==> src/rtl/dngs_pkg.sv <==
`default_nettype none
// ----------------------------------------------------------------------------
// Decimal number glyph streamer package
// Shared types, constants and the 5x7 digit font.
// ----------------------------------------------------------------------------
package dngs_pkg;

  localparam int unsigned MagWidth   = 21;
  localparam int unsigned BcdDigits  = 7;
  localparam int unsigned ShownDigits = 6;
  localparam int unsigned FifoDepth  = 2;

  // Back end slot layout: four integer digits, the point, two fraction digits.
  localparam logic [2:0] PointSlot = 3'd4;
  localparam logic [2:0] LastSlot  = 3'd6;
  localparam logic [3:0] LastSub   = 4'd9;
  localparam logic [3:0] PointSub  = 4'd1;

  // Byte positions within one digit.
  localparam logic [3:0] SubPage    = 4'd0;
  localparam logic [3:0] SubColLo   = 4'd1;
  localparam logic [3:0] SubColHi   = 4'd2;
  localparam logic [3:0] SubGlyph0  = 4'd3;
  localparam logic [3:0] SubGlyph4  = 4'd7;

  localparam logic [7:0] PageCmdBase = 8'hB0;
  localparam logic [3:0] ColHiCmd    = 4'h1;
  localparam logic [7:0] PointByte   = 8'hFF;
  localparam logic [7:0] BlankByte   = 8'h00;

  localparam logic [7:0] DigitPitch  = 8'd7;
  localparam logic [7:0] PointPitch  = 8'd2;

  typedef enum logic [1:0] {
    FrIdle,
    FrConv,
    FrPush
  } front_state_e;

  typedef enum logic {
    BkIdle,
    BkRun
  } back_state_e;

  // One classified item: digits left to right, page and first column.
  typedef struct packed {
    logic [ShownDigits-1:0][3:0] digits;
    logic [2:0]                  page;
    logic [7:0]                  column;
  } entry_t;

  // Font column k (0 = leftmost) of a decimal digit.
  function automatic logic [7:0] glyph_col(input logic [3:0] digit, input logic [2:0] k);
    logic [39:0] cols;
    begin
      unique case (digit)
        4'd0:    cols = 40'h3E_51_49_45_3E;
        4'd1:    cols = 40'h00_42_7F_40_00;
        4'd2:    cols = 40'h42_61_51_49_46;
        4'd3:    cols = 40'h21_41_45_4B_31;
        4'd4:    cols = 40'h18_14_12_7F_10;
        4'd5:    cols = 40'h27_45_45_45_39;
        4'd6:    cols = 40'h3C_4A_49_49_30;
        4'd7:    cols = 40'h01_71_09_05_03;
        4'd8:    cols = 40'h36_49_49_49_36;
        4'd9:    cols = 40'h06_49_49_29_1E;
        default: cols = 40'h0;
      endcase
      unique case (k)
        3'd0:    glyph_col = cols[39:32];
        3'd1:    glyph_col = cols[31:24];
        3'd2:    glyph_col = cols[23:16];
        3'd3:    glyph_col = cols[15:8];
        3'd4:    glyph_col = cols[7:0];
        default: glyph_col = 8'h00;
      endcase
    end
  endfunction

endpackage
`default_nettype wire

==> src/rtl/dngs_front.sv <==
`default_nettype none
// ----------------------------------------------------------------------------
// Decimal number glyph streamer front end
// Takes the magnitude apart into decimal digits with a shift-and-add-3
// converter, one bit per cycle, and hands the digit set to the queue.
// ----------------------------------------------------------------------------
module dngs_front (
  input  wire logic                  clk_i,
  input  wire logic                  rst_ni,
  input  wire logic                  start,
  output logic                       busy,
  input  wire logic signed [20:0]    value_hundredths_i,
  input  wire logic [2:0]            page_i,
  input  wire logic [7:0]            start_column_i,
  input  wire logic                  full_i,
  output logic                       push_o,
  output dngs_pkg::entry_t           entry_o
);

  localparam int unsigned CntWidth = $clog2(dngs_pkg::MagWidth);
  localparam logic [CntWidth-1:0] LastBit = CntWidth'(dngs_pkg::MagWidth - 1);

  dngs_pkg::front_state_e state_q, state_d;

  logic [dngs_pkg::MagWidth-1:0]     bin_q, bin_d;
  logic [4*dngs_pkg::BcdDigits-1:0]  bcd_q, bcd_d, bcd_adj;
  logic [CntWidth-1:0]               cnt_q, cnt_d;
  logic                              neg_q;
  logic [2:0]                        page_q;
  logic [7:0]                        column_q;
  logic                              accept;
  logic [dngs_pkg::MagWidth-1:0]     mag;

  assign accept = start && !busy;
  assign mag    = value_hundredths_i[20] ? (~value_hundredths_i + 21'd1)
                                         : value_hundredths_i;

  // Next state.
  always_comb begin
    state_d = state_q;
    unique case (state_q)
      dngs_pkg::FrIdle: if (start) state_d = dngs_pkg::FrConv;
      dngs_pkg::FrConv: if (cnt_q == LastBit) state_d = dngs_pkg::FrPush;
      dngs_pkg::FrPush: if (!full_i) state_d = dngs_pkg::FrIdle;
      default:          state_d = dngs_pkg::FrIdle;
    endcase
  end

  // Outputs.
  always_comb begin
    busy   = (state_q != dngs_pkg::FrIdle);
    push_o = (state_q == dngs_pkg::FrPush) && !full_i;
  end

  always_comb begin
    for (int i = 0; i < dngs_pkg::BcdDigits; i++) begin
      bcd_adj[4*i +: 4] = (bcd_q[4*i +: 4] >= 4'd5) ? (bcd_q[4*i +: 4] + 4'd3)
                                                     : bcd_q[4*i +: 4];
    end
    bin_d = bin_q;
    bcd_d = bcd_q;
    cnt_d = cnt_q;
    if (accept) begin
      bin_d = mag;
      bcd_d = '0;
      cnt_d = '0;
    end else if (state_q == dngs_pkg::FrConv) begin
      {bcd_d, bin_d} = {bcd_adj[4*dngs_pkg::BcdDigits-2:0], bin_q, 1'b0};
      cnt_d = cnt_q + CntWidth'(1);
    end
  end

  // Digits of the converted magnitude: d6..d2 integer part, d1..d0 fraction.
  always_comb begin
    entry_o.page   = page_q;
    entry_o.column = column_q;
    if (neg_q) begin
      entry_o.digits[3:0] = '0;
    end else if (bcd_q[27:24] != 4'd0) begin
      entry_o.digits[3:0] = {4{4'd9}};
    end else begin
      entry_o.digits[0] = bcd_q[23:20];
      entry_o.digits[1] = bcd_q[19:16];
      entry_o.digits[2] = bcd_q[15:12];
      entry_o.digits[3] = bcd_q[11:8];
    end
    entry_o.digits[4] = bcd_q[7:4];
    entry_o.digits[5] = bcd_q[3:0];
  end

  always_ff @(posedge clk_i or negedge rst_ni) begin
    if (!rst_ni) begin
      state_q <= dngs_pkg::FrIdle;
      cnt_q   <= '0;
    end else begin
      state_q <= state_d;
      cnt_q   <= cnt_d;
    end
  end

  always_ff @(posedge clk_i) begin
    bin_q <= bin_d;
    bcd_q <= bcd_d;
    if (accept) begin
      neg_q    <= value_hundredths_i[20];
      page_q   <= page_i;
      column_q <= start_column_i;
    end
  end

endmodule
`default_nettype wire

==> src/rtl/dngs_fifo.sv <==
`default_nettype none
// ----------------------------------------------------------------------------
// Decimal number glyph streamer queue
// Short register queue of digit sets between the front and back ends.
// ----------------------------------------------------------------------------
module dngs_fifo #(
  parameter int unsigned DEPTH = dngs_pkg::FifoDepth
) (
  input  wire logic             clk_i,
  input  wire logic             rst_ni,
  input  wire logic             push_i,
  input  wire dngs_pkg::entry_t entry_i,
  output logic                  full_o,
  input  wire logic             pop_i,
  output logic                  empty_o,
  output dngs_pkg::entry_t      head_o
);

  localparam int unsigned PtrWidth = (DEPTH > 1) ? $clog2(DEPTH) : 1;
  localparam int unsigned CntWidth = $clog2(DEPTH + 1);
  localparam logic [PtrWidth-1:0] LastPtr = PtrWidth'(DEPTH - 1);

  dngs_pkg::entry_t    mem_q [DEPTH];
  logic [PtrWidth-1:0] wr_q, rd_q;
  logic [CntWidth-1:0] cnt_q;

  assign full_o  = (cnt_q == CntWidth'(DEPTH));
  assign empty_o = (cnt_q == '0);
  assign head_o  = mem_q[rd_q];

  always_ff @(posedge clk_i or negedge rst_ni) begin
    if (!rst_ni) begin
      wr_q  <= '0;
      rd_q  <= '0;
      cnt_q <= '0;
    end else begin
      if (push_i) wr_q <= (wr_q == LastPtr) ? '0 : wr_q + PtrWidth'(1);
      if (pop_i)  rd_q <= (rd_q == LastPtr) ? '0 : rd_q + PtrWidth'(1);
      if (push_i && !pop_i) begin
        cnt_q <= cnt_q + CntWidth'(1);
      end else if (pop_i && !push_i) begin
        cnt_q <= cnt_q - CntWidth'(1);
      end
    end
  end

  always_ff @(posedge clk_i) begin
    if (push_i) mem_q[wr_q] <= entry_i;
  end

  a_no_overflow: assert property (@(posedge clk_i) disable iff (!rst_ni)
    push_i |-> (!full_o || pop_i))
    else $error("queue written while full");

  a_no_underflow: assert property (@(posedge clk_i) disable iff (!rst_ni)
    pop_i |-> !empty_o)
    else $error("queue read while empty");

endmodule
`default_nettype wire

==> src/rtl/dngs_back.sv <==
`default_nettype none
// ----------------------------------------------------------------------------
// Decimal number glyph streamer back end
// Walks one digit set through its 62 display bytes, one beat a cycle.
// ----------------------------------------------------------------------------
module dngs_back (
  input  wire logic             clk_i,
  input  wire logic             rst_ni,
  input  wire logic             empty_i,
  input  wire dngs_pkg::entry_t head_i,
  output logic                  pop_o,
  output logic                  strobe,
  output logic [7:0]            out_byte_o,
  output logic                  is_data_o,
  output logic                  last_o
);

  dngs_pkg::back_state_e state_q, state_d;

  dngs_pkg::entry_t entry_q;
  logic [2:0]       slot_q;
  logic [3:0]       sub_q;
  logic [7:0]       col_q;
  logic             run_end;
  logic [2:0]       digit_idx;
  logic [3:0]       digit;
  logic [7:0]       byte_d;
  logic             data_d;
  logic             strobe_q;
  logic [7:0]       byte_q;
  logic             data_q;
  logic             last_q;

  assign run_end = (slot_q == dngs_pkg::LastSlot) && (sub_q == dngs_pkg::LastSub);

  // Next state.
  always_comb begin
    state_d = state_q;
    unique case (state_q)
      dngs_pkg::BkIdle: if (!empty_i) state_d = dngs_pkg::BkRun;
      dngs_pkg::BkRun:  if (run_end && empty_i) state_d = dngs_pkg::BkIdle;
      default:          state_d = dngs_pkg::BkIdle;
    endcase
  end

  // Outputs: pop the queue head while idle or at the last beat of a run.
  always_comb begin
    pop_o = !empty_i && ((state_q == dngs_pkg::BkIdle) || run_end);
  end

  // The point takes slot four, so fraction digits sit one slot higher.
  assign digit_idx = (slot_q > dngs_pkg::PointSlot) ? (slot_q - 3'd1) : slot_q;
  assign digit     = entry_q.digits[digit_idx];

  always_comb begin
    byte_d = dngs_pkg::BlankByte;
    data_d = 1'b1;
    if (slot_q == dngs_pkg::PointSlot) begin
      byte_d = (sub_q == 4'd0) ? dngs_pkg::PointByte : dngs_pkg::BlankByte;
    end else begin
      priority if (sub_q == dngs_pkg::SubPage) begin
        byte_d = dngs_pkg::PageCmdBase + {5'd0, entry_q.page};
        data_d = 1'b0;
      end else if (sub_q == dngs_pkg::SubColLo) begin
        byte_d = {4'h0, col_q[3:0]};
        data_d = 1'b0;
      end else if (sub_q == dngs_pkg::SubColHi) begin
        byte_d = {dngs_pkg::ColHiCmd, col_q[7:4]};
        data_d = 1'b0;
      end else if (sub_q <= dngs_pkg::SubGlyph4) begin
        byte_d = dngs_pkg::glyph_col(digit, 3'(sub_q - dngs_pkg::SubGlyph0));
      end else begin
        byte_d = dngs_pkg::BlankByte;
      end
    end
  end

  always_ff @(posedge clk_i or negedge rst_ni) begin
    if (!rst_ni) begin
      state_q  <= dngs_pkg::BkIdle;
      strobe_q <= 1'b0;
    end else begin
      state_q  <= state_d;
      strobe_q <= (state_q == dngs_pkg::BkRun);
    end
  end

  always_ff @(posedge clk_i) begin
    byte_q <= byte_d;
    data_q <= data_d;
    last_q <= run_end;
    if (pop_o) begin
      entry_q <= head_i;
      slot_q  <= '0;
      sub_q   <= '0;
      col_q   <= head_i.column;
    end else if (state_q == dngs_pkg::BkRun) begin
      if (slot_q == dngs_pkg::PointSlot) begin
        if (sub_q == dngs_pkg::PointSub) begin
          slot_q <= slot_q + 3'd1;
          sub_q  <= '0;
          col_q  <= col_q + dngs_pkg::PointPitch;
        end else begin
          sub_q <= sub_q + 4'd1;
        end
      end else if (sub_q == dngs_pkg::LastSub) begin
        slot_q <= slot_q + 3'd1;
        sub_q  <= '0;
        col_q  <= col_q + dngs_pkg::DigitPitch;
      end else begin
        sub_q <= sub_q + 4'd1;
      end
    end
  end

  assign strobe     = strobe_q;
  assign out_byte_o = byte_q;
  assign is_data_o  = data_q;
  assign last_o     = strobe_q && last_q;

  a_last_is_data: assert property (@(posedge clk_i) disable iff (!rst_ni)
    last_o |-> is_data_o)
    else $error("final beat of a run is not a data byte");

  a_run_opens_with_page: assert property (@(posedge clk_i) disable iff (!rst_ni)
    last_o |=> (!strobe || (!is_data_o && out_byte_o[7:4] == dngs_pkg::PageCmdBase[7:4])))
    else $error("run following a final beat does not open with a page command");

  a_pop_only_at_boundary: assert property (@(posedge clk_i) disable iff (!rst_ni)
    (pop_o && state_q == dngs_pkg::BkRun) |-> run_end)
    else $error("new digit set loaded in the middle of a run");

endmodule
`default_nettype wire

==> src/rtl/decimal_number_glyph_streamer_top.sv <==
`default_nettype none
// ----------------------------------------------------------------------------
// Decimal number glyph streamer
// Draws a value in hundredths as six 5x7 digits for a page-addressed display.
// ----------------------------------------------------------------------------
// Usage: drive value_hundredths_i, page_i and start_column_i and raise start;
// the item is taken at a rising edge with start high and busy low. Each item
// becomes 62 beats on out_byte_o, is_data_o and last_o, each valid for one
// cycle while strobe is high; last_o marks the 62nd beat. The receiver cannot
// stall, and none is needed: beats of one item come on consecutive cycles.
// The front end converts the magnitude to decimal one bit per cycle and keeps
// busy high from the start until the digit set is pushed, which waits while
// the queue is full. The back end emits one beat per cycle within a run, and
// its byte sequencer sets the sustained throughput; its next run follows the
// last beat with no gap when the queue holds a digit set. Up to FIFO_DEPTH
// converted items wait in the queue. Reset empties the queue, returns both
// ends to idle and clears strobe.
// ----------------------------------------------------------------------------
module decimal_number_glyph_streamer_top #(
  parameter int unsigned FIFO_DEPTH = dngs_pkg::FifoDepth
) (
  input  wire logic               clk_i,
  input  wire logic               rst_ni,
  input  wire logic               start,
  output logic                    busy,
  input  wire logic signed [20:0] value_hundredths_i,
  input  wire logic [2:0]         page_i,
  input  wire logic [7:0]         start_column_i,
  output logic                    strobe,
  output logic [7:0]              out_byte_o,
  output logic                    is_data_o,
  output logic                    last_o
);

  dngs_pkg::entry_t push_entry;
  dngs_pkg::entry_t head_entry;
  logic             push;
  logic             pop;
  logic             full;
  logic             empty;

  dngs_front u_front (
    .clk_i              (clk_i),
    .rst_ni             (rst_ni),
    .start              (start),
    .busy               (busy),
    .value_hundredths_i (value_hundredths_i),
    .page_i             (page_i),
    .start_column_i     (start_column_i),
    .full_i             (full),
    .push_o             (push),
    .entry_o            (push_entry)
  );

  dngs_fifo #(
    .DEPTH (FIFO_DEPTH)
  ) u_fifo (
    .clk_i   (clk_i),
    .rst_ni  (rst_ni),
    .push_i  (push),
    .entry_i (push_entry),
    .full_o  (full),
    .pop_i   (pop),
    .empty_o (empty),
    .head_o  (head_entry)
  );

  dngs_back u_back (
    .clk_i      (clk_i),
    .rst_ni     (rst_ni),
    .empty_i    (empty),
    .head_i     (head_entry),
    .pop_o      (pop),
    .strobe     (strobe),
    .out_byte_o (out_byte_o),
    .is_data_o  (is_data_o),
    .last_o     (last_o)
  );

endmodule
`default_nettype wire

==> config.mk <==
export PLATFORM = sky130hd
export DESIGN_NAME = decimal_number_glyph_streamer_top
export DESIGN_NICKNAME = d
export VERILOG_FILES = /design/src/rtl/dngs_pkg.sv /design/src/rtl/dngs_front.sv /design/src/rtl/dngs_fifo.sv /design/src/rtl/dngs_back.sv /design/src/rtl/decimal_number_glyph_streamer_top.sv
export SDC_FILE = /design/constraint.sdc
export NUM_CORES = 1
export LEC_CHECK = 0
export BUFFER_PORTS_ARGS = -buffer_cell sky130_fd_sc_hd__buf_2
export CAP_MARGIN = 15
export CORE_MARGIN = 4
export CORE_UTILIZATION = 40
export CTS_CLUSTER_SIZE = 30
export DETAILED_ROUTE_END_ITERATION = 8
export PLACE_DENSITY = 0.63
export SETUP_SLACK_MARGIN = 0.02
export SLEW_MARGIN = 20
export SYNTH_ARGS = -nofsm -noshare
export SYNTH_HDL_FRONTEND = slang
export SYNTH_SLANG_ARGS = --single-unit
==> constraint.sdc <==
create_clock -name clk_i -period 10.1 [get_ports clk_i]
set_input_delay 0 -clock clk_i [delete_from_list [all_inputs] [get_ports clk_i]]
set_output_delay 0 -clock clk_i [all_outputs]
set_load 0.05 [all_outputs]
# Word-level counts from Yosys, hierarchy flattened
# Memory sizes are Yosys's and may differ from the RTL's.
# Cells that the tools add are included.
# Widths: inputs -> output; s select.
word_totals:
  elab_cells: 156
  inputBits: 35
  mem_count: 2
  ff_bits: 126
  ramBits: 70
  out_inout_bits: 12
  rom_bits: 560
memory_table:
  columns: ["memory", "depth", "width", "read_ports", "rd_ports_with_merged_regs", "write_ports", "line", "source"]
  rows:
  - ["(name not given)", 16, 35, 1, 0, 0, "dngs_pkg.sv:56", "unique case (digit)"]
  - ["u_fifo.mem_q", 2, 35, 1, 0, 1, "dngs_fifo.sv:23", "dngs_pkg::entry_t mem_q [DEPTH];"]
op_classes:
  magnitude_cmp: 10
  n_mux: 51
  n_addsub: 20
  eq_ne: 18
  n_reduce_logical: 28
  bitwise_logic: 2
op_table:
  columns: ["op", "n"]
  rows:
  - ["$mux 8", 11]
  - ["$mux 21", 3]
  - ["$mux 4", 10]
  - ["$pmux 8 s5", 1]
  - ["$mux 16", 2]
  - ["$ge 4x3->1 const B", 7]
  - ["$add 4x2->4 const B", 6]
  - ["$add 21x1->21 const B", 1]
  - ["$not 21->21", 1]
  - ["$mux 3", 5]
  - ["$bmux 4 s3", 1]
  - ["$mux 2", 5]
  - ["$mux 5", 2]
  - ["$reduce_bool 2->1", 5]
  - ["$eq 3x3->1 const B", 3]
  - ["$mux 1", 9]
  - ["$reduce_and 3->1", 3]
  - ["$add 8x2->8 const B", 1]
  - ["$add 8x3->8 const A", 1]
  - ["$add 8x3->8 const B", 1]
  - ["$logic_and 1x1->1", 8]
  - ["$eq 3x2->1 const B", 2]
  - ["$ne 2x2->1 const B", 3]
  - ["$pmux 2 s3", 1]
  - ["other kinds (30)", 37]

# Longest topological paths before layout
# Gate-level depths: netlist (run 1).
# An unclocked memory read counts as a cell.
logic_depth:
  ltp_word: 11
  mapped_depth: 16
  mapped_depth_nobuf: 14

# By module
# From an unflattened synthesis (run 1), not the netlist that was laid out.
hier_totals:
  hier_cells: 890
  hier_area_um2: 10055.9
modules_own_cells:
  columns: ["module", "seq_area_each_um2", "n_inst", "area_per_inst_um2", "cells_each"]
  rows:
  - ["dngs_front", 1726.7, 1, 3793.6, 399]
  - ["dngs_back", 1441.4, 1, 3399.5, 366]
  - ["dngs_fifo", 2202.1, 1, 2862.7, 125]

# Worst setup path after synthesis (run 1)
# No wires, ideal clock.
synth_path:
  path_type: "flip-flop to flip-flop"
  from: "reg u_back.slot_q[1]"
  to: "reg u_back.byte_q[1] (netlist: u_back.out_byte_o[1])"
  arrival_ns: 3.439
  slack_ns: 6.521
  path_buffers: 2
  setup_time_ns: 0.140
  synth_period_minus_slack_ns: 3.579
  t_required_ns: 9.960
  path_stages_with_launch: 17
  path_cell_list: "dfxtp_1 clkbuf_1 inv_1 ha_1 nor2b_4 buf_4 mux2i_1 mux4_2 a22oi_1 o21a_1 inv_1 ha_1 nand2_1 nor2_1 or3b_1 o41ai_1 o311ai_1"
synth_between:
  elab_chain_cells: 11
  elab_cells_between_ends: 13
  cone_classes: "1 x add/sub; 1 x order compare; 1 x eq/ne; 9 x mux; 1 x memory"
synth_rtl:
  columns: ["element", "line", "source"]
  rows:
  - ["start: declaration", "dngs_back.sv:21", "logic [2:0] slot_q;"]
  - ["start signal: assignment", "dngs_back.sv:100", "slot_q <= slot_q + 3'd1;"]
  - ["start signal: assignment", "dngs_back.sv:107", "slot_q <= slot_q + 3'd1;"]
  - ["$sub 3x1->3 / $gt 3x3->1 (equally long branches)", "dngs_back.sv:52", "assign digit_idx = (slot_q > dngs_pkg::PointSlot) ? (slot_q - 3'd1) : slot_q;"]
  - ["$mux 3", "dngs_back.sv:52", null]
  - ["$bmux 4 s3", "dngs_back.sv:53", "assign digit = entry_q.digits[digit_idx];"]
  - ["$mux 4 (implied by the code)", "dngs_back.sv:53", null]
  - ["$mem_v2 16x35", null, null]
  - ["$pmux 8 s5", "dngs_pkg.sv:69", "unique case (k)"]
  - ["$mux 8", "dngs_back.sv:70", "end else if (sub_q <= dngs_pkg::SubGlyph4) begin"]
  - ["$mux 8", "dngs_back.sv:67", "end else if (sub_q == dngs_pkg::SubColHi) begin"]
  - ["$mux 8", "dngs_back.sv:64", "end else if (sub_q == dngs_pkg::SubColLo) begin"]
  - ["$mux 8", "dngs_back.sv:61", "priority if (sub_q == dngs_pkg::SubPage) begin"]
  - ["$mux 8 (*)", "dngs_back.sv:58", "if (slot_q == dngs_pkg::PointSlot) begin"]
  - ["via u_back.byte_d[1]", "dngs_back.sv:27", "logic [7:0] byte_d;"]
  - ["end signal: assignment", "dngs_back.sv:89", "byte_q <= byte_d;"]
  - ["end: declaration", "dngs_back.sv:30", "logic [7:0] byte_q;"]
# The timed path passes the listed nets; every way through them passes the cells marked *. The select of a mux whose other input is x is not followed.
# A chain may end at the register's enable or synchronous reset.

# Worst setup path after layout (run 1)
layout_path:
  from: "reg u_back.slot_q[0]"
  to: "reg u_back.byte_q[1] (netlist: u_back.out_byte_o[1])"
# Same word-level chain as after synthesis.

==> results of run 1 <==
## how the worst max path moves through the flow
stage,startpoint,end,slack (ps),cells after the start
floorplan,u_back.slot_q[1],u_back.out_byte_o[1],6520,16
global placement,u_back.slot_q[0],u_back.out_byte_o[1],5820,13
detailed placement,u_back.slot_q[0],u_back.out_byte_o[1],5710,14
CTS,u_back.slot_q[0],u_back.out_byte_o[1],5700,14
global route,u_back.slot_q[0],u_back.out_byte_o[1],5290,12
finish,u_back.slot_q[0],u_back.out_byte_o[1],5580,12
## cell type report
class | instances | area (um^2) | share of cell area [%]
clock inverter | 13 | 149 | 1.34
sequential | 196 | 5370 | 48.4
timing repair buffer | 86 | 603 | 5.44
tap | 319 | 399 | 3.60
inverter | 40 | 150 | 1.35
clock buffer | 19 | 433 | 3.90
multi-input combinational | 614 | 3990 | 36.0
## per-layer routing
| metal | vias to the layer above | wire, um | global-route usage (%) |
|---|---|---|---|
| met4 | 0 | 438 | 5.76 |
| met3 | 36 | 630 | 3.06 |
| met1 | 3109 | 8830 | 19.7 |
| li1 | 3369 | - | - |
| met2 | 142 | 8900 | 23.7 |
| met5 | - | 0 | 0 |
## cells in the final DEF (no fill, tap or decap), drive strengths merged, types with 9 or more instances in the layout
cell type and instances:
edfxtp 138, o21ai 92, nand2 87, nor2 69, buf 57, a21oi 48
dfxtp 45, inv 44, ha 37, nand3 29, dlygate4sd3 29, mux2 28
nand2b 26, xor2 24, xnor2 23, clkbuf 19, mux2i 15, dfrtp 13
o31ai 12, a31oi 10, nor3 9, nor2b 9
## state kept, by name, summed over array words and instances (netlist names)
| signal | flops |
|---|---|
| u_front.state_q | 2 |
| u_back.entry_q | 27 |
| u_back.slot_q | 3 |
| u_front.bin_q | 21 |
| u_fifo.cnt_q | 2 |
| u_back.col_q | 8 |
| u_back.strobe | 1 |
| u_fifo.rd_q | 1 |
| u_front.cnt_q | 5 |
| u_front.column_q | 8 |
| u_front.neg_q | 1 |
| u_front.bcd_q | 28 |
| u_back.sub_q | 4 |
| u_fifo.wr_q | 1 |
| u_back.is_data_o | 1 |
| u_back.out_byte_o | 8 |
| u_fifo.mem_q | 70 |
| u_back.state_q | 1 |
| u_back.last_q | 1 |
| u_front.page_q | 3 |
## per-stage QoR
step	util, %	total power, mW	hold WS, ps
after floorplan	-	1.45	-296
after global placement	43.2	1.55	-76.4
after detailed placement	43.2	1.56	-71.0
after CTS	46.9	2.24	2.67
after global routing	46.9	2.38	33.5
final	46.9	2.22	24.3
## power groups by stage
stage	clock network (mW)	logic (mW)	registers, mW
final	0.666	0.437	1.12
after global placement	0	0.422	1.13
after detailed placement	0	0.430	1.13
after CTS	0.682	0.443	1.12
after global routing	0.720	0.522	1.13
after floorplan	0	0.345	1.10
## cell families after synthesis
logic type	after synthesis	synth area share, %
and+or+nand+nor	258	12.3
adders and majority gates	37	4.77
buffers and inverters	88	3.61
AOI/OAI and AO/OA	227	14.4
xor gates and xnor gates	47	4.32
DFF	196	55.3
muxes	45	5.26
## worst max-delay path, stage by stage (launching register included)
cell	delay, ps
dfxtp_1	700
inv_2	200
ha_1	510
nor3b_1	300
o21ai_0	170
o221ai_1	740
inv_1	250
ha_1	280
nand2_1	80
nor2_1	50
or3b_1	410
o41ai_1	490
o311ai_1	200
==> summary.txt, run 1 <==
Status
  – Outcome: finished, final reports clean

Synthesis
  – YS warnings: 0
  – Count leader, synth: edfxtp_1
  – Post-synth top flop: edfxtp_1
  – Top post-synthesis cells by area: edfxtp_1 43%, dfxtp_1 9.3%, ha_1 4.8%, o21ai_0 4.2%, dfrtp_1 3.4%
  – Top post-synthesis cells by count: 138 x edfxtp_1, 86 x nand2_1, 82 x o21ai_0
  – Ys async rst share: between 6 and 7%
  – Post-Syn Area: ~10000 um^2
  – Flops & latches, synth: 196
  – Dominant cell type by area after synthesis: edfxtp_1
  – Syn Inst Count: 898
  – EDFF count, synth: 138
  – Syn avg cell area: approximately 11 um^2
  – Synth cell types: 68
  – Share of the synthesized area in the top cell type: a little over two fifths
  – Sequential share of the synthesized area: a little under three fifths
  – Post-Syn Nets: 970

Critical path
  – CP Launch Type: flip-flop
  – Setup Crit Path Kind: reg2reg
  – Reg-to-reg endpoint: u_back.out_byte_o[1]
  – Max FO, Critical Path: 18
  – CP required: 10,370 ps
  – WP data arrival: 4790 ps
  – R2r setup slk: 5580 ps
  – Crit. End Element: flip-flop
  – Depth of the most critical reg-to-reg path: 12
  – R2r startpoint: u_back.slot_q[0]

Placed design
  – Dpl hpwl: about 13,000 um
  – Placed cell area: 10,200 um^2
  – Pre-CTS setup slack: approximately 5700 ps
  – Post-placement cell count: 1,226
  – Routability congestion estimate: about 0.86
  – IO Port Bufs: 46

Pwr
  – Clock power frac: a little under a third
  – Switch Pwr: 0.650 mW
  – Sequential Power Share: 50.3%
  – Max VDD drop: between 0.1 and 0.15 mV
  – Sw Ratio: approximately 30%
  – Gate power share: 19.7%
  – Int Power: approximately 1.6 mW
  – Static Leak: ~4.3 nW
  – Pwr/cell area: 200 nW/um^2

Timing
  – Final period util: 44.8%
  – Final setup viols: 0
  – Setup Skew: roughly 15 ps
  – Minimum clock period: between 4000 and 5000 ps
  – Final Hold Viols: 0
  – RSZ-0062 raised after global routing: no
  – Final setup margin: 5580 ps
  – Setup TNS Final: 0 ps
  – Fmax: 221 MHz
  – Final slew viol count: 0
  – Max_slew headroom: ~34%
  – Slew of the pin with the lowest slew margin: around 990 ps

Floorplanning
  – Row count: 56
  – Initial Utilization: between 40% and 50%
  – Die X: between 150 and 200 um
  – Die H: between 150 and 200 um
  – Core Area: around 24,000 um^2
  – Io pins: 47
  – Die area: between 20,000 and 30,000 um^2

Clock network
  – Hold_buf cts: 29
  – Max Root-Sink Buffers: 2
  – Cts repair resizes: 0
  – CTS Sinks: slightly below 200
  – Post-CTS Setup Bufs: 0
  – CTS Buf Count: 17
  – CTS tree: done
  – Later-pin clock latency in the skew report: 430 ps
  – Clock root buffer: clkbuf_16
  – Clk slew on worst S/H paths: about 70 ps
  – H-tree depth: 4

Routing
  – Final ANT Viol Nets: 0
  – Vias: between 6,000 and 7,000
  – Initial DRC Count: roughly 400
  – DRT Pass-1 Iters: 6
  – Final wirelength: 18,800 um
  – DRC Markers: 0
  – Routed len/inst: 14.6 um
  – Vias/cell: about 5.2

Finish
  – Synth-to-Final Area Change: 14.3%
  – Filler Cell Count: 2,189
  – Design Area, Final: 11,100 um^2
  – Final Non-Filler Cells: around 1,300
  – Layout Nets: around 1,000
  – Ant. Diodes: 0
  – Ratio of cells with drive above 1 in the final layout: between 10% and 20%

Min path
  – Worst Hold Class: in2reg
  – Worst Hold Launch: value_hundredths_i[12]
  – Hold endpoint: u_front.bin_q[12]
  – WHS Path Cells: 3

GRT
  – Gr usage total: approximately 15%
  – Vias in the first global route: between 6,000 and 7,000
  – Largest net degree at the start of global routing: 58
  – Initial antenna violation count: 0
  – Global-route wire length before repair: 32,300 um
  – Gr ovfl total: 0

Run
  – Max Cap Viol: 0
(Power assumes the default switching activity.)
==> run 2: changes to the inputs <==
--- a/config.mk
+++ b/config.mk
@@ -11,7 +11,7 @@
 export CORE_UTILIZATION = 40
 export CTS_CLUSTER_SIZE = 30
 export DETAILED_ROUTE_END_ITERATION = 8
-export PLACE_DENSITY = 0.63
+export PLACE_DENSITY = 0.65
 export SETUP_SLACK_MARGIN = 0.02
 export SLEW_MARGIN = 20
 export SYNTH_ARGS = -nofsm -noshare
==> constraint.sdc (replaced) <==
create_clock -name clk_i -period 4.1 [get_ports clk_i]
set_input_delay 0 -clock clk_i [delete_from_list [all_inputs] [get_ports clk_i]]
set_output_delay 0 -clock clk_i [all_outputs]
set_load 0.05 [all_outputs]
==> summary.txt, run 2 (synthesized netlist as in run 1, its figures left out) <==
Finish
  – Most common cell after layout, fill and taps aside: edfxtp_1
  – Ratio of cells with drive above 1 in the final layout: 13.9%
  – Layout Nets: between 1,000 and 1,500
  – Largest Register: u_fifo.mem_q
  – Ant. Diodes: 0
  – Max reg flops: 70
  – Biggest registers after layout: u_fifo.mem_q: 70 flops, u_front.bcd_q: 28 flops, u_back.entry_q: 27 flops
  – Final Core Density: a little under half
  – Synth-to-Final Area Change: 15.2%
  – Most frequent cells in the layout: 138 x edfxtp_1, 86 x nand2_1, 82 x o21ai_0
  – Filler Cell Count: between 2,000 and 2,500

Routing
  – DRT Pass-1 Iters: 5
  – DRC Markers: 0
  – Routed len/inst: between 15 and 20 um
  – Final wirelength: between 15,000 and 20,000 um
  – Vias: a little under 7,000
  – Initial DRC Count: roughly 500
  – Final ANT Viol Nets: 0
  – Vias/cell: roughly 5.2

Clock network
  – H-tree depth: 4
  – Post-CTS Setup Bufs: 0
  – Cts repair resizes: 0
  – Max Root-Sink Buffers: 2
  – Later-pin clock latency in the skew report: around 430 ps
  – Clk slew on worst S/H paths: 80 ps
  – CTS Sinks: slightly below 200
  – CTS tree: done
  – Clock root buffer: clkbuf_16
  – CTS Buf Count: 17

Floorplanning
  – Die area: around 27,000 um^2
  – Row count: 56
  – Initial Utilization: between 40% and 50%
  – Die X: around 160 um
  – Io pins: 47
  – Core Area: 23,700 um^2
  – Die H: between 150 and 200 um

Critical path
  – CP required: around 4400 ps
  – Setup Crit Path Kind: reg2reg
  – CP Launch Type: flip-flop
  – Crit. End Element: flip-flop
  – Max FO, Critical Path: 11
  – WP data arrival: roughly 4000 ps

Timing
  – Fmax: approximately 270 MHz
  – Setup Skew: between 10 and 15 ps
  – RSZ-0062 raised after global routing: no
  – Setup TNS Final: 0 ps
  – Final slew viol count: 0
  – Final setup viols: 0
  – Slew of the pin with the lowest slew margin: roughly 1000 ps
  – Final period util: approximately nine tenths
  – Minimum clock period: ~3700 ps
  – Final Hold Viols: 0
  – Max_slew headroom: 31.5%

GRT
  – Vias in the first global route: around 6,500
  – Gr ovfl total: 0
  – Initial antenna violation count: 0
  – Largest net degree at the start of global routing: 57
  – Global-route wire length before repair: 32,400 um
  – Gr usage total: 14.9%

Min path
  – Worst Hold Class: in2async

Pwr
  – Static Leak: about 4.3 nW
  – Tot Pwr: around 5.5 mW
  – Pwr/cell area: 495 nW/um^2
  – Max VDD drop: 0.374 mV

Run
  – Max Cap Viol: 0

Placed design
  – Routability congestion estimate: 0.898
  – IO Port Bufs: 46
  – Dpl hpwl: around 13,000 um

Status
  – Outcome: finished, final reports clean
run 2: path summary, 6_finish.rpt:
| check | start | endpoint | slack (ps) | cells past startpoint |
|---|---|---|---|---|
| min reg2reg | u_front.column_q[3] | u_fifo.mem_q[0][3] | 450 | 0 |
| max reg2reg | u_back.slot_q[0] | u_back.out_byte_o[2] | 450 | 14 |
| min in group clk_i | value_hundredths_i[9] | u_front.bin_q[9] | 20 | 3 |
| max | u_back.slot_q[0] | u_back.out_byte_o[2] | 450 | 14 |
| min | rst_ni | u_front.cnt_q[3] | 10 | 2 |
| max in group asynchronous | rst_ni | u_back.state_q | 3840 | 2 |
run 2: what timing repair did:
action,CTS,global route
endpoints found under the hold margin,42,0
endpoints found under the setup margin,0,0
hold buffers,29,0
run 2: metrics by stage:
step | instance area [um^2] | hold slack, ps | instances | setup WS, ps
3_5_place_dp | 10300 | -81.0 | 1233 | 527
3_3_place_gp | 10300 | -82.7 | 1233 | 661
6_report | 11200 | 14.0 | 1294 | 449
2_1_floorplan | 9710 | -296 | 898 | 521
5_1_grt | 11200 | 23.4 | 1294 | 182
4_1_cts | 11200 | 3.48 | 1294 | 486
run 2: per-layer routing:
metal / vias up / share of wire (%) / track usage [%]
li1: 3385 / - / -
met1: 3207 / 46 / 20.0
met2: 155 / 47 / 24.1
met3: 30 / 4.4 / 3.09
met4: 0 / 1.9 / 4.99
met5: - / 0 / 0
run 2: area by class of cell:
| type | instances | area [um^2] | share of cell area, % |
|---|---|---|---|
| clock inverter | 15 | 181 | 1.62 |
| clock buffer | 17 | 425 | 3.80 |
| tap | 319 | 399 | 3.57 |
| sequential | 196 | 5370 | 48.0 |
| timing repair buffer | 93 | 668 | 5.97 |
| inverter | 40 | 150 | 1.34 |
| multi-input combinational | 614 | 3990 | 35.7 |
run 2: critical path, cell delays in order, from the launching register on:
cell and delay (ps):
dfxtp_1 370, inv_2 100, ha_1 300, nor2b_4 310
mux2i_1 290, mux4_2 330, a22oi_1 250, o21a_1 190
buf_4 150, ha_1 380, inv_1 110, mux2i_1 140
a31oi_1 100, and4_1 230, o311ai_1 280
run 2: report_power, final:
group,switching [mW],internal [mW]
Clock,0.829,0.880
Combinational,0.640,0.438
Sequential,0.233,2.52
==> run 3: changes to the inputs <==
--- a/config.mk
+++ b/config.mk
@@ -9,11 +9,11 @@
 export CAP_MARGIN = 15
 export CORE_MARGIN = 4
 export CORE_UTILIZATION = 40
-export CTS_CLUSTER_SIZE = 30
 export DETAILED_ROUTE_END_ITERATION = 8
 export PLACE_DENSITY = 0.65
 export SETUP_SLACK_MARGIN = 0.02
 export SLEW_MARGIN = 20
 export SYNTH_ARGS = -nofsm -noshare
 export SYNTH_HDL_FRONTEND = slang
+export SYNTH_HIERARCHICAL = 1
 export SYNTH_SLANG_ARGS = --single-unit
==> summary.txt, run 3 <==
Critical path
  – Crit. End Element: flip-flop
  – Crit-path cells: inv_1 > ha_1 > and2b_1 > o21ai_1 > mux2_2 > a222oi_1 > buf_4 > ha_1 > inv_1 > a21oi_1 > mux2i_1 > o41ai_1 > a311o_1
  – CP required: about 4500 ps
  – CP Launch Type: flip-flop
  – Reg-to-reg endpoint: u_back/out_byte_o[4]
  – CP Capture Point: u_back/out_byte_o[4]
  – Slowest cell on crit path: a222oi_1
  – Max FO, Critical Path: 9
  – Setup crit start: u_back/slot_q[1]
  – WP data arrival: about 4200 ps
  – Crit-path max cell delay: between 400 and 500 ps
  – Depth of the most critical reg-to-reg path: 13
  – R2r setup slk: 300 ps
  – Setup Crit Path Kind: reg2reg
  – R2r startpoint: u_back/slot_q[1]

Synthesis
  – Synth cell types: 73
  – Ys async rst share: under 10%
  – Sequential share of the synthesized area: between 50% and 60%
  – EDFF count, synth: 138
  – Flops & latches, synth: 196
  – Top post-synthesis cells by area: edfxtp_1 41%, dfxtp_1 9.0%, ha_1 4.6%, mux2_4 4.3%, o21ai_0 3.4%
  – Dominant cell type by area after synthesis: edfxtp_1
  – Syn Inst Count: 890
  – Count leader, synth: edfxtp_1
  – Post-Syn Area: approximately 10,000 um^2
  – Syn avg cell area: about 11 um^2
  – YS warnings: 6
  – Post-Syn Nets: approximately 960
  – Post-synth top flop: edfxtp_1
  – Top post-synthesis cells by count: 138 x edfxtp_1, 69 x o21ai_0, 64 x nand2_1
  – Share of the synthesized area in the top cell type: 41.2%

Floorplanning
  – Die H: roughly 170 um
  – Initial Utilization: between 40 and 50%
  – Io pins: 47
  – Core Area: roughly 25,000 um^2
  – Die X: roughly 170 um
  – Die area: about 28,000 um^2
  – Row count: 57

Finish
  – Most common cell after layout, fill and taps aside: edfxtp_1
  – Ratio of cells with drive above 1 in the final layout: approximately 17%
  – Ant. Diodes: 0
  – Layout Nets: between 1,000 and 1,500
  – Synth-to-Final Area Change: 13.6%
  – Max reg flops: 70
  – Biggest registers after layout: u_fifo/mem_q: 70 flops, u_front/bcd_q: 28 flops, u_back/entry_q: 27 flops
  – Most frequent cells in the layout: 138 x edfxtp_1, 69 x o21ai_0, 64 x nand2_1
  – Largest Register: u_fifo/mem_q

Timing
  – Max_slew headroom: 31.8%
  – Hold slack: -1.58 ps
  – Fmax: roughly 260 MHz
  – Minimum clock period: 3800 ps
  – Final slew viol count: 0
  – Final setup viols: 0
  – Final period util: a little over 90%
  – Setup TNS Final: 0 ps
  – RSZ-0062 raised after global routing: no
  – Final Hold Viols: 2
  – Setup Skew: roughly 17 ps
  – Slew of the pin with the lowest slew margin: 1020 ps
  – Final setup margin: approximately 300 ps

Placed design
  – Dpl hpwl: 13,500 um
  – IO Port Bufs: between 40 and 50
  – Routability congestion estimate: between 0.8 and 0.9
  – Pre-CTS setup slack: approximately 390 ps

Status
  – Outcome: finished, violations left
  – Failing checks: negative hold slack

Routing
  – Routed len/inst: approximately 15 um
  – Vias/cell: ~5.2
  – Final ANT Viol Nets: 0
  – Initial DRC Count: between 400 and 500
  – Vias: ~6,700
  – DRT Pass-1 Iters: 5
  – DRC Markers: 0
  – Final wirelength: roughly 20,000 um

Pwr
  – Sequential Power Share: between 40 and 50%
  – Switch Pwr: about 1.7 mW
  – Gate power share: about a fifth
  – Sw Ratio: ~30%
  – Clock power frac: between 30 and 40%
  – Static Leak: around 4.4 nW
  – Int Power: between 3 and 4 mW
  – Max VDD drop: ~0.27 mV
  – Pwr/cell area: about 500 nW/um^2

GRT
  – Initial antenna violation count: 0
  – Global-route wire length before repair: approximately 32,000 um
  – Gr ovfl total: 0
  – Largest net degree at the start of global routing: 66
  – Vias in the first global route: approximately 6,300
  – Gr usage total: 14.1%

Run
  – Max Cap Viol: 0

Clock network
  – Clk slew on worst S/H paths: approximately 80 ps
  – CTS Buf Count: 17
  – CTS tree: done
  – Max Root-Sink Buffers: 2
  – Clock root buffer: clkbuf_16
  – H-tree depth: 4
  – Cts repair resizes: 0
  – Later-pin clock latency in the skew report: approximately 440 ps
  – Hold_buf cts: 28
  – Post-CTS Setup Bufs: 0
  – CTS Sinks: slightly below 200

Min path
  – Worst Hold Class: in2async
[run 3: cell count changes after synthesis, sizes merged, moves of 8 or more]
cell | previous run | this run
a21oi | 48 | 37
nand3 | 29 | 41
buf | 10 | 26
mux2i | 15 | 7
xnor2 | 23 | 15
clkbuf | 38 | 30
xor2 | 24 | 32
o21ai | 92 | 77
nor2 | 69 | 53
mux2 | 28 | 52
nand2 | 87 | 64
nand2b | 26 | 17
[run 3: power by group through the flow]
stage	Clock [mW]	Sequential, mW	Combinational, mW
2_1_floorplan	0	2.69	0.921
3_3_place_gp	0	2.76	1.06
3_5_place_dp	0	2.77	1.10
4_1_cts	1.79	2.73	1.12
5_1_grt	1.87	2.77	1.28
6_report	1.74	2.73	1.11
[run 3: worst min path at each step]
| stage | endpoint | slack (ps) | start | cells past startpoint |
|---|---|---|---|---|
| after global placement | u_front/cnt_q[0] | -70 | rst_ni | 1 |
| after global routing | u_front/cnt_q[2] | 20 | rst_ni | 2 |
| after CTS | u_front/cnt_q[0] | 6 | rst_ni | 2 |
| after detailed placement | u_front/cnt_q[0] | -60 | rst_ni | 1 |
| after floorplan | u_back/state_q | -300 | rst_ni | 0 |
| final | u_front/cnt_q[2] | -2 | rst_ni | 2 |
[run 3: per-stage QoR]
step	utilization [%]	std cells	area (um^2)	power, mW
floorplan	-	890	10100	3.61
global placement	42.8	1220	10500	3.82
detailed placement	42.8	1220	10500	3.87
CTS	46.6	1280	11400	5.64
global route	46.6	1280	11400	5.92
finish	46.6	1280	11400	5.57
[run 3: cell families after synthesis]
logic type	count (synthesis)	share of synthesized area [%]
AND/OR/NAND/NOR	256	12.8
AO/OA/AOI/OAI	200	12.8
flip-flops	196	53.4
buffers and inverters	95	4.67
multiplexers	59	7.60
XOR/XNOR	47	4.09
adder cells (fa/ha/maj)	37	4.60
[run 3: cell type report]
type                       instances  area (um^2)
fill                            2247        13100
sequential                       196         5370
multi-input combinational        599         4240
timing repair buffer              90          631
clock buffer                      19          454
tap                              324          405
clock inverter                    13          184
inverter                          39          146
[run 3: critical path: cells and delay by family (launching register included)]
kind	cells	cell delay [ps]
buf+inv	3	580
mux	2	460
simple gates	1	280
compound gates	5	1470
flops	1	320
fa+ha+maj	2	650
[run 3: routing by layer]
metal  share of wire [%]  up-vias  GRT usage (%)
met4                 1.7        0           4.70
met3                 3.3       24           2.30
met2                  48      140           23.1
met5                   0        -              0
li1                    -     3360              -
met1                  47     3165           19.2
